File: config.mk
export PLATFORM = sky130hd
export DESIGN_NAME = ledc_serializer
export DESIGN_NICKNAME = d
export VERILOG_FILES = /design/src/rtl/core/ledc_pkg.sv /design/src/rtl/core/ledc_serializer.sv
export SDC_FILE = /design/constraint.sdc
export NUM_CORES = 1
export LEC_CHECK = 0
export ABC_AREA = 0
export BUFFER_PORTS_ARGS = -buffer_cell sky130_fd_sc_hd__buf_4
export CAP_MARGIN = 30
export CORE_MARGIN = 3
export CORE_UTILIZATION = 48
export CTS_CLUSTER_SIZE = 25
export DETAILED_ROUTE_END_ITERATION = 8
export HOLD_SLACK_MARGIN = 0.08
export PLACE_DENSITY = 0.77
export SLEW_MARGIN = 20
export SYNTH_ARGS = -nofsm -noshare
export SYNTH_HDL_FRONTEND = slang
export SYNTH_SLANG_ARGS = --single-unit
File: constraint.sdc
create_clock -name clk_i -period 3.7 [get_ports clk_i]
set_input_delay 0.74 -clock clk_i [delete_from_list [all_inputs] [get_ports clk_i]]
set_output_delay 0.74 -clock clk_i [all_outputs]
set_load 0.02 [all_outputs]
File: src/rtl/core/ledc_pkg.sv
// shared types and constants for the addressable led chain driver
package ledc_pkg;

  localparam int PixCount     = 256;
  localparam int PixAddrW     = $clog2(PixCount);
  localparam int CountW       = 9;
  localparam int TicksW       = 10;
  localparam int WordW        = 24;
  localparam int BitsPerPixel = 24;
  localparam int BitCntW      = 5;
  localparam int CfgIdxW      = 3;
  localparam int CfgDataW     = 10;

  localparam logic [BitCntW-1:0] LastBit     = BitCntW'(BitsPerPixel - 1);
  localparam logic [CountW-1:0]  MaxPixCount = CountW'(PixCount);

  typedef enum logic [2:0] {
    OP_WRITE = 3'd0,
    OP_READ  = 3'd1,
    OP_CLEAR = 3'd2,
    OP_SEND  = 3'd3,
    OP_TICK  = 3'd4
  } ledc_op_e;

  typedef enum logic [CfgIdxW-1:0] {
    CFG_LED_COUNT  = 3'd0,
    CFG_ONE_HIGH   = 3'd1,
    CFG_ONE_LOW    = 3'd2,
    CFG_ZERO_HIGH  = 3'd3,
    CFG_ZERO_LOW   = 3'd4
  } ledc_cfg_e;

  typedef enum logic {
    ST_IDLE,
    ST_EXEC
  } ledc_state_e;

  typedef struct packed {
    logic [2:0] operation;
    logic [7:0] pixel_index;
    logic [7:0] red_value;
    logic [7:0] green_value;
    logic [7:0] blue_value;
  } ledc_in_t;

  typedef struct packed {
    logic       data_line;
    logic       busy_res;
    logic [7:0] read_red;
    logic [7:0] read_green;
    logic [7:0] read_blue;
    logic       index_error;
  } ledc_out_t;

  typedef struct packed {
    logic [TicksW-1:0] one_high;
    logic [TicksW-1:0] one_low;
    logic [TicksW-1:0] zero_high;
    logic [TicksW-1:0] zero_low;
  } ledc_timing_t;

  typedef struct packed {
    logic                we;
    logic                clr;
    logic                re;
    logic [PixAddrW-1:0] waddr;
    logic [PixAddrW-1:0] raddr;
    logic [WordW-1:0]    wdata;
  } ledc_store_req_t;

  typedef struct packed {
    logic start;
    logic tick;
  } ledc_ser_ctrl_t;

  typedef struct packed {
    logic              sending;
    logic              sending_d;
    logic              high_d;
    logic [CountW-1:0] pixel_cnt;
  } ledc_ser_status_t;

endpackage

File: src/rtl/core/ledc_serializer.sv
// bit serializer: shifts the pixel word out msb first with pulse timing
module ledc_serializer
  import ledc_pkg::*;
(
  input  logic              clk_i,
  input  logic              rst_ni,
  input  ledc_ser_ctrl_t    ctrl_i,
  input  logic [WordW-1:0]  load_data_i,
  input  ledc_timing_t      timing_i,
  input  logic [CountW-1:0] frame_pix_i,
  output ledc_ser_status_t  status_o
);

  logic [WordW-1:0]   shift_q, shift_d;
  logic [CountW-1:0]  pixel_q, pixel_d;
  logic [BitCntW-1:0] bit_q, bit_d;
  logic [TicksW-1:0]  phase_q, phase_d;
  logic               high_q, high_d;
  logic               sending_q, sending_d;

  logic               one_bit;
  logic [TicksW-1:0]  phase_len;
  logic [TicksW-1:0]  phase_inc;
  logic [CountW-1:0]  pixel_next;

  always_ff @(posedge clk_i or negedge rst_ni) begin
    if (!rst_ni) begin
      shift_q   <= '0;
      pixel_q   <= '0;
      bit_q     <= '0;
      phase_q   <= '0;
      high_q    <= 1'b0;
      sending_q <= 1'b0;
    end else begin
      shift_q   <= shift_d;
      pixel_q   <= pixel_d;
      bit_q     <= bit_d;
      phase_q   <= phase_d;
      high_q    <= high_d;
      sending_q <= sending_d;
    end
  end

  always_comb begin
    one_bit    = shift_q[WordW-1];
    if (high_q) begin
      phase_len = one_bit ? timing_i.one_high : timing_i.zero_high;
    end else begin
      phase_len = one_bit ? timing_i.one_low : timing_i.zero_low;
    end
    phase_inc  = phase_q + TicksW'(1);
    pixel_next = pixel_q + CountW'(1);

    shift_d   = shift_q;
    pixel_d   = pixel_q;
    bit_d     = bit_q;
    phase_d   = phase_q;
    high_d    = high_q;
    sending_d = sending_q;

    if (ctrl_i.start) begin
      shift_d   = load_data_i;
      pixel_d   = '0;
      bit_d     = '0;
      phase_d   = '0;
      high_d    = 1'b1;
      sending_d = 1'b1;
    end else if (ctrl_i.tick && sending_q) begin
      phase_d = phase_inc;
      // a length of zero ends the phase after one tick, same as one
      if (!(phase_inc < phase_len)) begin
        phase_d = '0;
        if (high_q) begin
          high_d = 1'b0;
        end else begin
          shift_d = {shift_q[WordW-2:0], 1'b0};
          bit_d   = bit_q + BitCntW'(1);
          high_d  = 1'b1;
          if (bit_q == LastBit) begin
            pixel_d = pixel_next;
            if (pixel_next >= frame_pix_i) begin
              sending_d = 1'b0;
              high_d    = 1'b0;
              bit_d     = '0;
              pixel_d   = '0;
              shift_d   = '0;
            end else begin
              shift_d = load_data_i;
              bit_d   = '0;
            end
          end
        end
      end
    end
  end

  assign status_o.sending   = sending_q;
  assign status_o.sending_d = sending_d;
  assign status_o.high_d    = high_d;
  assign status_o.pixel_cnt = pixel_q;

endmodule

==> impl_metrics.env <==
export IMPL_status="finished, violations left"
export IMPL_violations="negative setup slack"
export IMPL_synth_enable_flop_cells=0
export IMPL_rsz0062_at_grt="true"
export IMPL_final_area_um2=4543
export IMPL_cts_buffers=5
export IMPL_yosys_top_cells_count="dfrtp_1 (50), a21oi_1 (32), nor2_1 (30)"
export IMPL_worstMarginPinSlew_ns=1.000
export IMPL_critPathArrivalTime_ns=3.13
export IMPL_min_path_type="input port to async pin"
export IMPL_setup_viol=2
export IMPL_wl_um=8787
export IMPL_clk_latency_ns=0.30
export IMPL_utilization=0.7034
export IMPL_yosys_warnings=0
export IMPL_insertedDiodeCount=0
export IMPL_die_height_um=88.28
export IMPL_synth_distinct_cells=43
export IMPL_dp_hpwl_um=6188
export IMPL_routabilityCongestion=0.8277
export IMPL_start_kind="flop"
export IMPL_nets=547
export IMPL_grt_usage=0.2291
export IMPL_syn2layout_area_growth_pct=39.82
export IMPL_core_um2=6459
export IMPL_ctsHoldBuffers=0
export IMPL_viasPerCell=5.812
export IMPL_skew_ns=0.006746
export IMPL_setup_slack_ns=-0.1696
export IMPL_vdd_drop_max_uv=264.0
export IMPL_drt_iter0_drc=143
export IMPL_fin_crit_ns=3.870
export IMPL_drc=0
export IMPL_grt_antenna_before_repair=0
export IMPL_total_power_mw=1.251
export IMPL_grt_pass1_wl_um=14320
export IMPL_cpMostUsedCell="and3_4"
export IMPL_cts_root_buf="clkbuf_8"
export IMPL_drive_gt1_frac=0.3956
export IMPL_p_leak_nw=2.188
export IMPL_ys_flop_type="dfrtp_1"
export IMPL_critPathTopFamily="simple AND/OR/NAND/NOR gates"
export IMPL_cap_viol_max_count=0
export IMPL_maxUsedRoutingLayer="met4"
export IMPL_drv_slew=0
export IMPL_crit_chain="ha_4 -> and3_4 -> and3_4 -> nand3_4 -> xnor2_2 -> ha_1 -> nand4_1 -> o31ai_2 -> nand2b_4 -> a21oi_2 -> a221o_1 -> buf_6"
export IMPL_dieArea_um2=7792
export IMPL_worst_path_largest_cell_delay_ns=0.43
export IMPL_holdWs_ns=0.4304
export IMPL_critPathKind="flop to primary output"
export IMPL_die_x_um=88.28
export IMPL_cts_path_max_buffers=2
export IMPL_synthTopCellsByArea="dfrtp_1 (39%), ha_1 (8.1%), mux4_2 (6.2%), a22oi_1 (5.3%), a21oi_1 (4.9%)"
export IMPL_start_util=0.5031
export IMPL_drtPass1Iterations=4
export IMPL_synth_nets=431
export IMPL_grt_pass1_vias=3154
export IMPL_endpoint_kind="primary output"
export IMPL_synth_async_reset_ratio=1.000
export IMPL_clk_pin_slew_ns=0.10
export IMPL_drt_met1_wl_um=3640
export IMPL_netlist_area_um2=3249
export IMPL_yosysMostFrequentCell="dfrtp_1"
export IMPL_finalHoldViolations=0
export IMPL_place_area_um2=4086
export IMPL_vias=3063
export IMPL_clock_sinks=50
export IMPL_portBuffers=88
export IMPL_io_pins=89
export IMPL_htreeDepth=2
export IMPL_worst_path_max_delay_cell="dfrtp_1"
export IMPL_gr_total_overflow=0
export IMPL_worst_endpoint_required_ns=2.96
export IMPL_cp_num_buf_inv=1
export IMPL_synthCells=333
export IMPL_routedWlPerCell_um=16.67
export IMPL_max_clock_freq_mhz=258.4
export IMPL_synth_seq_cells=50
export IMPL_wl_met3_um=437
export IMPL_post_place_ws_ns=-0.04002
export IMPL_cts_tree="done"
export IMPL_max_slew_margin=0.3319
export IMPL_power_density_nw_per_um2=275.4
export IMPL_grt_start_max_net_pins=53
export IMPL_period_share=1.046
export IMPL_detail_route_antenna_nets=0
export IMPL_ys_seq_area_frac=0.3851
export IMPL_synth_top_cell_area_share=0.3851
export IMPL_synth_top_cell_by_area="dfrtp_1"
export IMPL_path_max_fanout=2
export IMPL_placementRows=29
export IMPL_wl_met2_um=4601
export IMPL_syn_mean_instance_area_um2=9.758
[final timing paths]
| path | from | slack (ns) | to | cells after the start |
|---|---|---|---|---|
| max in group asynchronous | rst_ni | 2.79 | shift_q[23] | 1 |
| setup reg to reg | phase_q[4] | 0.43 | pixel_q[3] | 15 |
| hold reg to reg | bit_q[0] | 0.52 | bit_q[0] | 1 |
| setup / recovery | pixel_q[1] | -0.17 | status_o[9] | 12 |
| min in group clk_i | bit_q[0] | 0.52 | bit_q[0] | 1 |
| hold / removal | rst_ni | 0.43 | high_q | 1 |
[placed cells by master, fill, tap and decap left out, types with 2 or more instances in the layout]
cell / synthesis / layout
nand4_1: 4 / 4
o21bai_1: 3 / 3
o21ai_0: 11 / 11
mux2i_1: 2 / 2
a2111oi_0: 2 / 2
a31o_2: 4 / 4
and3_4: 0 / 8
a21oi_2: 0 / 2
a32o_1: 11 / 11
inv_1: 20 / 20
a22oi_1: 23 / 23
nor2_1: 30 / 30
a21oi_1: 32 / 30
xnor2_2: 0 / 2
and3_1: 10 / 2
clkbuf_8: 0 / 5
dfrtp_1: 50 / 48
ha_1: 21 / 20
buf_4: 4 / 121
mux4_2: 9 / 9
buf_6: 0 / 7
nand3_4: 0 / 2
nand4b_1: 2 / 2
nand2_1: 9 / 9
nor3_1: 6 / 5
xor2_2: 0 / 2
nor3b_1: 9 / 9
dfrtp_2: 0 / 2
xor2_1: 7 / 5
a21o_1: 5 / 5
nand3_1: 17 / 15
xnor2_1: 9 / 7
[cell families (layout without fill, tap and decap cells)]
family	after synthesis	after routing	share of synthesized area
AOI/OAI and AO/OA	101	101	0.2203
xor gates and xnor gates	16	16	0.04313
adders and majority gates	21	21	0.08086
buffers and inverters	41	158	0.05275
DFF	50	50	0.3851
muxes	12	12	0.07200
and+or+nand+nor	92	92	0.1459
[final cells by class]
type                            instances  area (um^2)
Multi-Input combinational cell        242         1989
Fill cell                             493         1916
Sequential cell                        50         1254
Timing Repair Buffer                  129         1007
Tap cell                               77        96.34
Inverter                               21        78.83
Clock buffer                            5        68.82
Clock inverter                          3        48.80
[state kept, by name (all words and copies together) (netlist names)]
| register | count |
|---|---|
| high_q | 1 |
| sending_q | 1 |
| shift_q | 24 |
| phase_q | 10 |
| bit_q | 5 |
| pixel_q | 9 |
[metal layers]
layer	track usage	up-vias
met5	0	-
met4	0.06181	0
met3	0.03724	10
met2	0.3963	91
met1	0.2990	1483
li1	-	1479
[through the flow]
stage / TNS [ns] / instances
after global placement: 0 / 498
after detailed placement: -0.04002 / 498
after floorplan: 0 / 333
after global routing: -0.5568 / 527
final: -0.2840 / 527
after CTS: -0.06587 / 521
[where the power goes]
group	switching [mW]	internal, mW	total, mW
combinational	0.109	0.133	0.242
clock	0.196	0.206	0.402
sequential	0.0249	0.582	0.607
[timing repair]
item                                    4_1_cts  5_1_grt
pin swaps                                    20       13
buffers inserted                             15        7
endpoints found under the setup margin        2        2
gates resized for setup                      26       10
gates cloned                                  0        0
No activity file was read; power rests on OpenSTA's default activity.
